## config.mk

```make
export PLATFORM = sky130hd
export DESIGN_NAME = line_run_rasterizer_unit
export DESIGN_NICKNAME = d
export VERILOG_FILES = /design/src/design/lrr_pkg.sv /design/src/design/line_run_rasterizer_unit.sv /design/src/design/lrr_divider.sv
export SDC_FILE = /design/constraint.sdc
export NUM_CORES = 1
export LEC_CHECK = 0
export BUFFER_PORTS_ARGS = -buffer_cell sky130_fd_sc_hd__buf_2
export CAP_MARGIN = 0
export CORE_ASPECT_RATIO = 2
export CORE_UTILIZATION = 42
export DETAILED_ROUTE_END_ITERATION = 8
export SYNTH_ARGS = -nofsm -noshare
export SYNTH_HDL_FRONTEND = slang
export SYNTH_SLANG_ARGS = --single-unit
export TNS_END_PERCENT = 10
```

## constraint.sdc

```tcl
create_clock -name clk_i -period 6.2 [get_ports clk_i]
set_input_delay 1.55 -clock clk_i [delete_from_list [all_inputs] [get_ports clk_i]]
set_output_delay 1.55 -clock clk_i [all_outputs]
set_load 0.05 [all_outputs]
```

## src/design/lrr_pkg.sv

```systemverilog
package lrr_pkg;

  localparam int unsigned COORD_BITS_DEF = 12;
  localparam int unsigned COLOR_BITS     = 16;

  localparam logic FUNC_LOAD = 1'b0;
  localparam logic FUNC_STEP = 1'b1;

endpackage

```

## src/design/line_run_rasterizer_unit.sv

```systemverilog
// Line run rasterizer: a request with func_i = 0 loads a segment's endpoints
// (ordered left to right) and gives no result; each request with func_i = 1
// on an active line gives one rectangle on done_o for exactly one cycle,
// which the receiver cannot stall. A request is taken when start_i is high
// and busy_o is low. An accepted step runs COORD_BITS + 2 iterations of the
// radix-2 divider, then registers its result and raises done_o; busy_o stays
// high from acceptance until the result is registered. A load, or a step
// with no active line, completes in its accept cycle. fill_color is written
// through cfg_valid_i, always ready, and should change only while the block
// is idle.
module line_run_rasterizer_unit #(
  parameter int unsigned COORD_BITS = lrr_pkg::COORD_BITS_DEF
) (
  input  logic                           clk_i,
  input  logic                           rst_ni,
  input  logic                           start_i,
  output logic                           busy_o,
  input  logic                           func_i,
  input  logic signed [COORD_BITS-1:0]   x_start_i,
  input  logic signed [COORD_BITS-1:0]   y_start_i,
  input  logic signed [COORD_BITS-1:0]   x_end_i,
  input  logic signed [COORD_BITS-1:0]   y_end_i,
  input  logic                           cfg_valid_i,
  output logic                           cfg_ready_o,
  input  logic [lrr_pkg::COLOR_BITS-1:0] cfg_data_i,
  output logic                           done_o,
  output logic signed [COORD_BITS-1:0]   rect_x_o,
  output logic signed [COORD_BITS:0]     rect_y_o,
  output logic [COORD_BITS:0]            rect_w_o,
  output logic [COORD_BITS:0]            rect_h_o,
  output logic [lrr_pkg::COLOR_BITS-1:0] color_o,
  output logic                           last_run_o
);

  localparam int unsigned C = COORD_BITS;
  localparam int unsigned W = COORD_BITS + 2;

  typedef enum logic {
    S_IDLE,
    S_DIV
  } state_e;

  state_e                         state_q;
  logic [lrr_pkg::COLOR_BITS-1:0] color_q;
  logic signed [C:0]              cur_col_q, cur_row_q;
  logic signed [C-1:0]            end_col_q, end_row_q;
  logic                           active_q;
  logic                           neg_q, ylong_q;
  logic                           done_q;
  logic signed [C-1:0]            rect_x_q;
  logic signed [C:0]              rect_y_q;
  logic [C:0]                     rect_w_q, rect_h_q;
  logic                           last_q;

  logic                 accept;
  logic                 swap;
  logic signed [W-1:0]  ccol, crow, ecol, erow;
  logic signed [W-1:0]  span_w, dy;
  logic [W-1:0]         span_wu, mag;
  logic                 neg, ylong, past_end;
  logic                 div_start, div_done;
  logic [W-1:0]         num, den, quo;
  logic signed [W-1:0]  run_w, run_h, new_col, new_row, top_row;

  assign accept = start_i && (state_q == S_IDLE);
  assign swap   = x_start_i > x_end_i;

  always_comb begin
    ccol     = W'(cur_col_q);
    crow     = W'(cur_row_q);
    ecol     = W'(end_col_q);
    erow     = W'(end_row_q);
    past_end = ccol > ecol;
    span_w   = ecol - ccol + W'(1);
    dy       = erow - crow;
    neg      = dy < 0;
    span_wu  = $unsigned(span_w);
    mag      = neg ? $unsigned(W'(1) - dy) : $unsigned(dy + W'(1));
    ylong    = mag > span_wu;
    num      = ylong ? mag : span_wu;
    den      = ylong ? span_wu : mag;
  end

  assign div_start = accept && (func_i == lrr_pkg::FUNC_STEP) && active_q && !past_end;

  lrr_divider #(
    .W (W)
  ) u_div (
    .clk_i   (clk_i),
    .rst_ni  (rst_ni),
    .start_i (div_start),
    .num_i   (num),
    .den_i   (den),
    .done_o  (div_done),
    .quo_o   (quo)
  );

  always_comb begin
    run_w   = ylong_q ? W'(1) : $signed(quo);
    run_h   = ylong_q ? $signed(quo) : W'(1);
    new_col = ccol + run_w;
    new_row = neg_q ? (crow - run_h) : (crow + run_h);
    top_row = neg_q ? new_row : crow;
  end

  always_ff @(posedge clk_i or negedge rst_ni) begin
    if (!rst_ni) begin
      state_q   <= S_IDLE;
      color_q   <= '0;
      cur_col_q <= '0;
      cur_row_q <= '0;
      end_col_q <= '0;
      end_row_q <= '0;
      active_q  <= 1'b0;
      neg_q     <= 1'b0;
      ylong_q   <= 1'b0;
      done_q    <= 1'b0;
      rect_x_q  <= '0;
      rect_y_q  <= '0;
      rect_w_q  <= '0;
      rect_h_q  <= '0;
      last_q    <= 1'b0;
    end else begin
      done_q <= 1'b0;
      if (cfg_valid_i) begin
        color_q <= cfg_data_i;
      end
      unique case (state_q)
        S_IDLE: begin
          if (accept) begin
            if (func_i == lrr_pkg::FUNC_LOAD) begin
              cur_col_q <= swap ? (C+1)'(x_end_i) : (C+1)'(x_start_i);
              cur_row_q <= swap ? (C+1)'(y_end_i) : (C+1)'(y_start_i);
              end_col_q <= swap ? x_start_i : x_end_i;
              end_row_q <= swap ? y_start_i : y_end_i;
              active_q  <= 1'b1;
            end else if (!active_q || past_end) begin
              active_q <= 1'b0;
            end else begin
              neg_q   <= neg;
              ylong_q <= ylong;
              state_q <= S_DIV;
            end
          end
        end
        S_DIV: begin
          if (div_done) begin
            rect_x_q  <= cur_col_q[C-1:0];
            rect_y_q  <= top_row[C:0];
            rect_w_q  <= run_w[C:0];
            rect_h_q  <= run_h[C:0];
            last_q    <= new_col > ecol;
            cur_col_q <= new_col[C:0];
            cur_row_q <= new_row[C:0];
            if (new_col > ecol) begin
              active_q <= 1'b0;
            end
            done_q  <= 1'b1;
            state_q <= S_IDLE;
          end
        end
        default: state_q <= S_IDLE;
      endcase
    end
  end

  assign busy_o      = (state_q != S_IDLE);
  assign cfg_ready_o = 1'b1;
  assign done_o      = done_q;
  assign rect_x_o    = rect_x_q;
  assign rect_y_o    = rect_y_q;
  assign rect_w_o    = rect_w_q;
  assign rect_h_o    = rect_h_q;
  assign color_o     = color_q;
  assign last_run_o  = last_q;

endmodule

```

## src/design/lrr_divider.sv

```systemverilog
module lrr_divider #(
  parameter int unsigned W = lrr_pkg::COORD_BITS_DEF + 2
) (
  input  logic         clk_i,
  input  logic         rst_ni,
  input  logic         start_i,
  input  logic [W-1:0] num_i,
  input  logic [W-1:0] den_i,
  output logic         done_o,
  output logic [W-1:0] quo_o
);

  localparam int unsigned CW = $clog2(W + 1);

  logic          busy_q;
  logic          done_q;
  logic [CW-1:0] cnt_q;
  logic [W-1:0]  rem_q, rem_d;
  logic [W-1:0]  quo_q, quo_d;
  logic [W-1:0]  den_q;
  logic [W:0]    shifted;
  logic [W:0]    diff;

  // one restoring step per cycle
  always_comb begin
    shifted = {rem_q, quo_q[W-1]};
    diff    = shifted - {1'b0, den_q};
    if (!diff[W]) begin
      rem_d = diff[W-1:0];
      quo_d = {quo_q[W-2:0], 1'b1};
    end else begin
      rem_d = shifted[W-1:0];
      quo_d = {quo_q[W-2:0], 1'b0};
    end
  end

  always_ff @(posedge clk_i or negedge rst_ni) begin
    if (!rst_ni) begin
      busy_q <= 1'b0;
      done_q <= 1'b0;
      cnt_q  <= '0;
    end else if (start_i) begin
      busy_q <= 1'b1;
      done_q <= 1'b0;
      cnt_q  <= CW'(W);
    end else if (busy_q) begin
      cnt_q <= cnt_q - CW'(1);
      if (cnt_q == CW'(1)) begin
        busy_q <= 1'b0;
        done_q <= 1'b1;
      end else begin
        done_q <= 1'b0;
      end
    end else begin
      done_q <= 1'b0;
    end
  end

  always_ff @(posedge clk_i) begin
    if (start_i) begin
      rem_q <= '0;
      quo_q <= num_i;
      den_q <= den_i;
    end else if (busy_q) begin
      rem_q <= rem_d;
      quo_q <= quo_d;
    end
  end

  assign done_o = done_q;
  assign quo_o  = quo_q;

endmodule
```

=== Word-level counts from Yosys, hierarchy flattened ===
Index checks and enable logic that the tools add are counted.

* Multipliers: 0
* Div/mod/pow operators: 0
* Bitwise gates (word level): 3
* Multiplexer cells: 44
* $add $sub $neg: 10
* Magnitude comparators: 5
* Equality and inequality tests: 6
* Shift operators: 0
* Reduce and logical (&&, ||, !) cells: 13

{| class="wikitable"
|+ Operators with widths
! kind !! number
|-
| 2-to-1 mux 13 bit || 11
|-
| 2-to-1 mux 14 bit || 7
|-
| case mux 13 bit (2 select lines) || 2
|-
| adder 14 x 2 -> 14 bit, second input constant || 2
|-
| subtractor 12 x 13 -> 14 bit || 2
|-
| 2-to-1 mux 12 bit || 2
|-
| 2-to-1 mux 1 bit || 18
|-
| subtractor 15 x 14 -> 15 bit || 1
|-
| adder 13 x 14 -> 14 bit || 1
|-
| > comparator 14 x 12 -> 1 bit || 1
|-
| > comparator 14 bit || 1
|-
| < comparator 14 x 1 -> 1 bit, second input constant || 1
|-
| subtractor 2 x 14 -> 14 bit, first input constant || 1
|-
| adder 13 bit || 1
|-
| > comparator 13 x 12 -> 1 bit || 1
|-
| subtractor 13 bit || 1
|-
| > comparator 12 bit || 1
|-
| 2-to-1 mux 4 bit || 2
|-
| AND reduction 4 bit || 2
|-
| AND reduction 3 bit || 2
|-
| == test 4 x 1 -> 1 bit, second input constant || 1
|-
| logical AND 1 bit || 4
|-
| inequality test 2 x 1 -> 1 bit, second input constant || 2
|-
| inequality test 2 bit, second input constant || 2
|-
| other kinds (8) || 12
|}

* Bits in latches: 0
* Bits in read-only memories: 0
* Bits in writable memories: 0
* Flip-flop bits (word level): 171
* Output and inout bits: 71
* Input port bits: 69
* Memories kept: 0

=== Depth between registers and ports, before layout ===
* Depth after elaboration: 6
* Mapped depth: 25

=== Cells and area by module ===
From an unflattened synthesis, not the netlist that was laid out.

* Cell total of the unflattened synthesis: 1465
* Area, all modules: 13182.6 um2

{| class="wikitable"
|+ Modules (own cells, without submodules)
! module !! area each (um2) !! times used !! cells an instance !! sequential area each (um2)
|-
| line_run_rasterizer_unit || 10542.6 || 1 || 1219 || 3078.0
|-
| lrr_divider || 2640.0 || 1 || 246 || 1271.2
|}

=== Least setup slack after synthesis ===
Ideal clock, no wire load.

* Kind: reg2reg
* Start point: register cur_row_q[0]
* End point: register u_div.den_q[0] (data pin)
* Path buffers: 1
* Clock period less this slack: 5031 ps
* Library setup time: 260 ps
* Required time: 5940 ps
* Path slack: 1169 ps
* Cell stages (with the launch flop): 17
* Arrival time: 4771 ps
* Path through: dfrtp_1 ha_1 fa_1 nand2b_1 a21oi_1 xor2_1 nand3_1 nor3b_2 a31oi_1 a311o_1 and3_1 ha_1 a21o_1 a211o_1 o311ai_0 clkbuf_1 mux2_2

* Longest elaborated chain between the ends: 5
* Elaborated cells on any way between the ends: 7

{| class="wikitable"
|+ Ends and longest elaborated chain
! element !! RTL line !! RTL
|-
| start: declaration || line_run_rasterizer_unit.sv:45 || <nowiki>logic signed [C:0] cur_col_q, cur_row_q;</nowiki>
|-
| start signal: assignment || line_run_rasterizer_unit.sv:133 || <nowiki>cur_row_q <= swap ? (C+1)'(y_end_i) : (C+1)'(y_start_i);</nowiki>
|-
| start signal: assignment || line_run_rasterizer_unit.sv:154 || <nowiki>cur_row_q <= new_row[C:0];</nowiki>
|-
| subtractor 12 x 13 -> 14 bit (*) || line_run_rasterizer_unit.sv:75 || <nowiki>dy = erow - crow;</nowiki>
|-
| adder 14 x 2 -> 14 bit (tied with other cells) || line_run_rasterizer_unit.sv:78 || <nowiki>mag = neg ? $unsigned(W'(1) - dy) : $unsigned(dy + W'(1));</nowiki>
|-
| 2-to-1 mux 14 bit (*) || line_run_rasterizer_unit.sv:78 ||
|-
| > comparator 14 bit || line_run_rasterizer_unit.sv:79 || <nowiki>ylong = mag > span_wu;</nowiki>
|-
| 2-to-1 mux 14 bit (*) || line_run_rasterizer_unit.sv:81 || <nowiki>den = ylong ? span_wu : mag;</nowiki>
|-
| net den[0] || line_run_rasterizer_unit.sv:62 || <nowiki>logic [W-1:0] num, den, quo;</nowiki>
|-
| end signal: assignment || lrr_divider.sv:63 || <nowiki>den_q <= den_i;</nowiki>
|-
| end: declaration || lrr_divider.sv:20 || <nowiki>logic [W-1:0] den_q;</nowiki>
|}

The timed path passes the listed nets; every way through them passes the cells marked *.
A chain may end at the register's enable or synchronous reset.

=== Worst setup path after layout ===
* Start point: register cur_row_q[7]
* End point: register u_div.quo_q[6], in the netlist u_div.quo_o[6] (data pin)

* Longest elaborated chain between the ends: 6
* Elaborated cells on any way between the ends: 8

{| class="wikitable"
|+ Ends and longest elaborated chain
! element !! RTL line !! RTL
|-
| subtractor 12 x 13 -> 14 bit (*) || line_run_rasterizer_unit.sv:75 ||
|-
| adder 14 x 2 -> 14 bit (tied with other cells) || line_run_rasterizer_unit.sv:78 ||
|-
| 2-to-1 mux 14 bit (*) || line_run_rasterizer_unit.sv:78 ||
|-
| > comparator 14 bit || line_run_rasterizer_unit.sv:79 ||
|-
| 2-to-1 mux 14 bit (*) || line_run_rasterizer_unit.sv:80 || <nowiki>num = ylong ? mag : span_wu;</nowiki>
|-
| 2-to-1 mux 14 bit (*) || lrr_divider.sv:60 || <nowiki>if (start_i) begin</nowiki>
|-
| end signal: assignment || lrr_divider.sv:62 || <nowiki>quo_q <= num_i;</nowiki>
|-
| end signal: assignment || lrr_divider.sv:66 || <nowiki>quo_q <= quo_d;</nowiki>
|-
| end: declaration || lrr_divider.sv:19 || <nowiki>logic [W-1:0] quo_q, quo_d;</nowiki>
|}

Every way passes the cells marked *; elsewhere a longest branch is shown, timed or not.

==> results.cfg <==
[clocking]
root_buffer = clkbuf_16
clock_latency_ps = 460
clkSlewWorstSetupHoldPaths_ps = 70
cts_tree = built
cts-resized-gates = 0
numCtsBuffers = 17
h-tree-depth = 4
hold_buffers = 0
clkSinkCount = 171
clockBufferDepth = 2
post-cts-setup-buffers = 0

[timing]
period_needed_ps = 5520
timing.fmax_mhz = 181
tns_ps = 0
tightest_slew_ps = 893
finalSetupViolations = 0
rsz0062_at_grt = no
period_share = 0.890
fin_skew_ps = 13.6
slew_headroom = 0.404
finalHoldViolCount = 0
maxSlewViolCount = 0

[synthesis]
syn_area_per_cell_sq_um = 8.84
synth-simple-area-share = 0.160
synth-seq-cells = 171
synth_top_family_by_area = compound AO/OA/AOI/OAI gates
synth-compound-area-share = 0.193
syn_area_sq_um = 12800
ys.flop_type = dfrtp_1
async_flop_share = 0.754
synth_mux_area_frac = 0.0698
synthCells = 1444
synthDistinctLibCells = 82
yosys_warnings = 0
synth-xor-area-share = 0.0472
syn_nets = 1653
seq_area_frac_synth = 0.341
synth_edf_count = 28
synth_adder_area_share = 0.140

[floorplan]
ios = 140
die_w_microns = 125
core_area_sq_um = 30100
core.rowCount = 90
dieArea_sq_um = 31100
start_util = 0.425
die_y_microns = 249

[detailed_routing]
vias_per_cell = 5.69
avgRoutedWirePerCell_microns = 20.2
drc = 2
drt-total-wl_microns = 39300
final_antenna_net_count = 0
vias = 11000
first_pass_iters = 7
drtIter0Drc = 500

[setup_path]
critPathArrivalTime_ps = 5720
worst_path_largest_cell_delay_ps = 660
reg2reg_slack_ps = 680
crit_family = compound AO/OA/AOI/OAI gates
path_class = flop to flop
path_max_fanout = 19
crit_slowest_cell = o21ai_0
end_kind = flop
reg2reg_depth = 18
timing.critical_path.mode_cell = o21ai_0
regToRegEndpoint = u_div.quo_o[6]
start_kind = flop
path_cells = inv_1 > ha_1 > o21ai_0 > nor4b_1 > o21ai_1 > a21boi_2 > o21bai_1 > o21ai_0 > ha_1 > o21ai_0 > a21oi_1 > o21a_1 > o21ai_0 > a21oi_1 > o311a_1 > buf_4 > a211oi_1 > nor2_1
path_buf_inv = 2
r2r-start = cur_row_q[7]
cp.required_ps = 6400

[place]
io_buffers = 138
dp_hpwl_microns = 31500
place.gp.congestion = 0.924

[status]
status = complete, but fails checks
violations = design-rule violations

[final_layout]
drive_above_1_share = 0.161
final_common_cell = o21ai_0
layout_common_cells = 148 x o21ai_0, 137 x buf_2, 135 x nand2_1, 135 x ha_1, 129 x dfrtp_1
layout.nets = 1768
num_antenna_cells = 0
area_growth_pct = 13.1

[hold_path]
min_to = rect_x_o[9]
worstHoldStart = rect_x_o[9]
worstHoldPathType = flop to flop
min_path_cells = 2

[grt]
grt_pass1_wl_microns = 61300
grt-ovfl-total = 0
grt_start_max_net_pins = 80
grt_pass1_vias = 11400
antenna_found_initial = 0
grt_usage = 0.260

[job]
cap_violations = 0
logic make-up (layout without fill, tap and decap cells):
group                      after synthesis  count (layout)
xor gates and xnor gates                68              68
buffers and inverters                  163             291
adders and majority gates              140             140
DFF                                    171             171
other                                    1               1
and+or+nand+nor                        420             420
AOI/OAI and AO/OA                      396             396
muxes                                   85              85
per-layer routing:
layer	track usage	share of wire	vias to the layer above
met4	0.192	0.073	0
met5	0	0	-
li1	-	-	5389
met2	0.491	0.54	301
met3	0.0340	0.034	117
met1	0.253	0.35	5232
synth_stat cells, drive strengths merged, types with 6 or more instances:
| library cell | n | area share |
|---|---|---|
| a22oi | 6 | 0.0039 |
| nand3 | 17 | 0.0071 |
| edfxtp | 28 | 0.066 |
| o32ai | 12 | 0.0082 |
| a21o | 19 | 0.011 |
| ha | 135 | 0.13 |
| nor2 | 91 | 0.027 |
| nor3b | 15 | 0.0092 |
| dfxtp | 14 | 0.022 |
| and3 | 11 | 0.0054 |
| o21bai | 9 | 0.0053 |
| o22ai | 9 | 0.0044 |
| nor3 | 48 | 0.019 |
| o31ai | 9 | 0.0053 |
| nand4 | 12 | 0.0059 |
| o21ai | 153 | 0.061 |
| mux2i | 53 | 0.042 |
| o211ai | 10 | 0.0059 |
| buf | 12 | 0.0047 |
| xnor2 | 47 | 0.032 |
| nand2 | 136 | 0.040 |
| o21a | 22 | 0.013 |
| and2 | 7 | 0.0037 |
| xor2 | 21 | 0.015 |
| a211oi | 9 | 0.0053 |
| clkbuf | 51 | 0.015 |
| a31oi | 11 | 0.0054 |
| or3 | 11 | 0.0058 |
| nand2b | 16 | 0.0078 |
| mux2 | 32 | 0.028 |
| inv | 100 | 0.029 |
| dfrtp | 129 | 0.25 |
| a21oi | 84 | 0.033 |
| or2 | 9 | 0.0044 |
| nor2b | 29 | 0.014 |
final cells by class:
cell class | count | area, sq um
Clock buffer | 21 | 470
Clock inverter | 11 | 109
Fill cell | 2899 | 15600
Inverter | 100 | 375
Multi-Input combinational cell | 1110 | 7820
Sequential cell | 171 | 4350
Tap cell | 368 | 460
Timing Repair Buffer | 159 | 855
sequential cells by signal, summed over array words and instances (netlist names), 13 cells and up:
signal / flops
u_div.den_q: 14
u_div.quo_o: 14
rect_y_o: 13
rect_w_o: 13
cur_row_q: 13
color_o: 16
cur_col_q: 13
u_div.rem_q: 14
rect_h_o: 13
stage by stage:
stage	util	instances	worst slack [ps]	instance area [sq um]	hold slack, ps
2_1_floorplan	-	1444	1170	12800	450
3_3_place_gp	0.461	1908	861	13900	461
3_5_place_dp	0.461	1908	767	13900	468
4_1_cts	0.480	1940	757	14400	483
5_1_grt	0.480	1940	173	14400	502
6_report	0.480	1940	681	14400	479
worst max path at each step:
stage               cells after the start         start              to  slack [ps]
floorplan                              16  cur_row_q[0]  u_div.den_q[0]        1170
global placement                       18  cur_row_q[7]  u_div.quo_o[6]         860
detailed placement                     19  cur_row_q[1]  u_div.quo_o[6]         770
CTS                                    19  cur_row_q[4]  u_div.quo_o[6]         760
global route                           22  cur_row_q[7]  u_div.quo_o[5]         170
finish                                 18  cur_row_q[7]  u_div.quo_o[6]         680
worst register-to-register path: cells and delay by family (launching register included):
kind	cells	cell delay, ps
buf+inv	2	330
simple gates	2	680
flops	1	370
compound gates	12	3070
fa+ha+maj	2	800
Power is not shown: default switching activity piles up to over one toggle a cycle in this logic, so the estimate is an artifact.
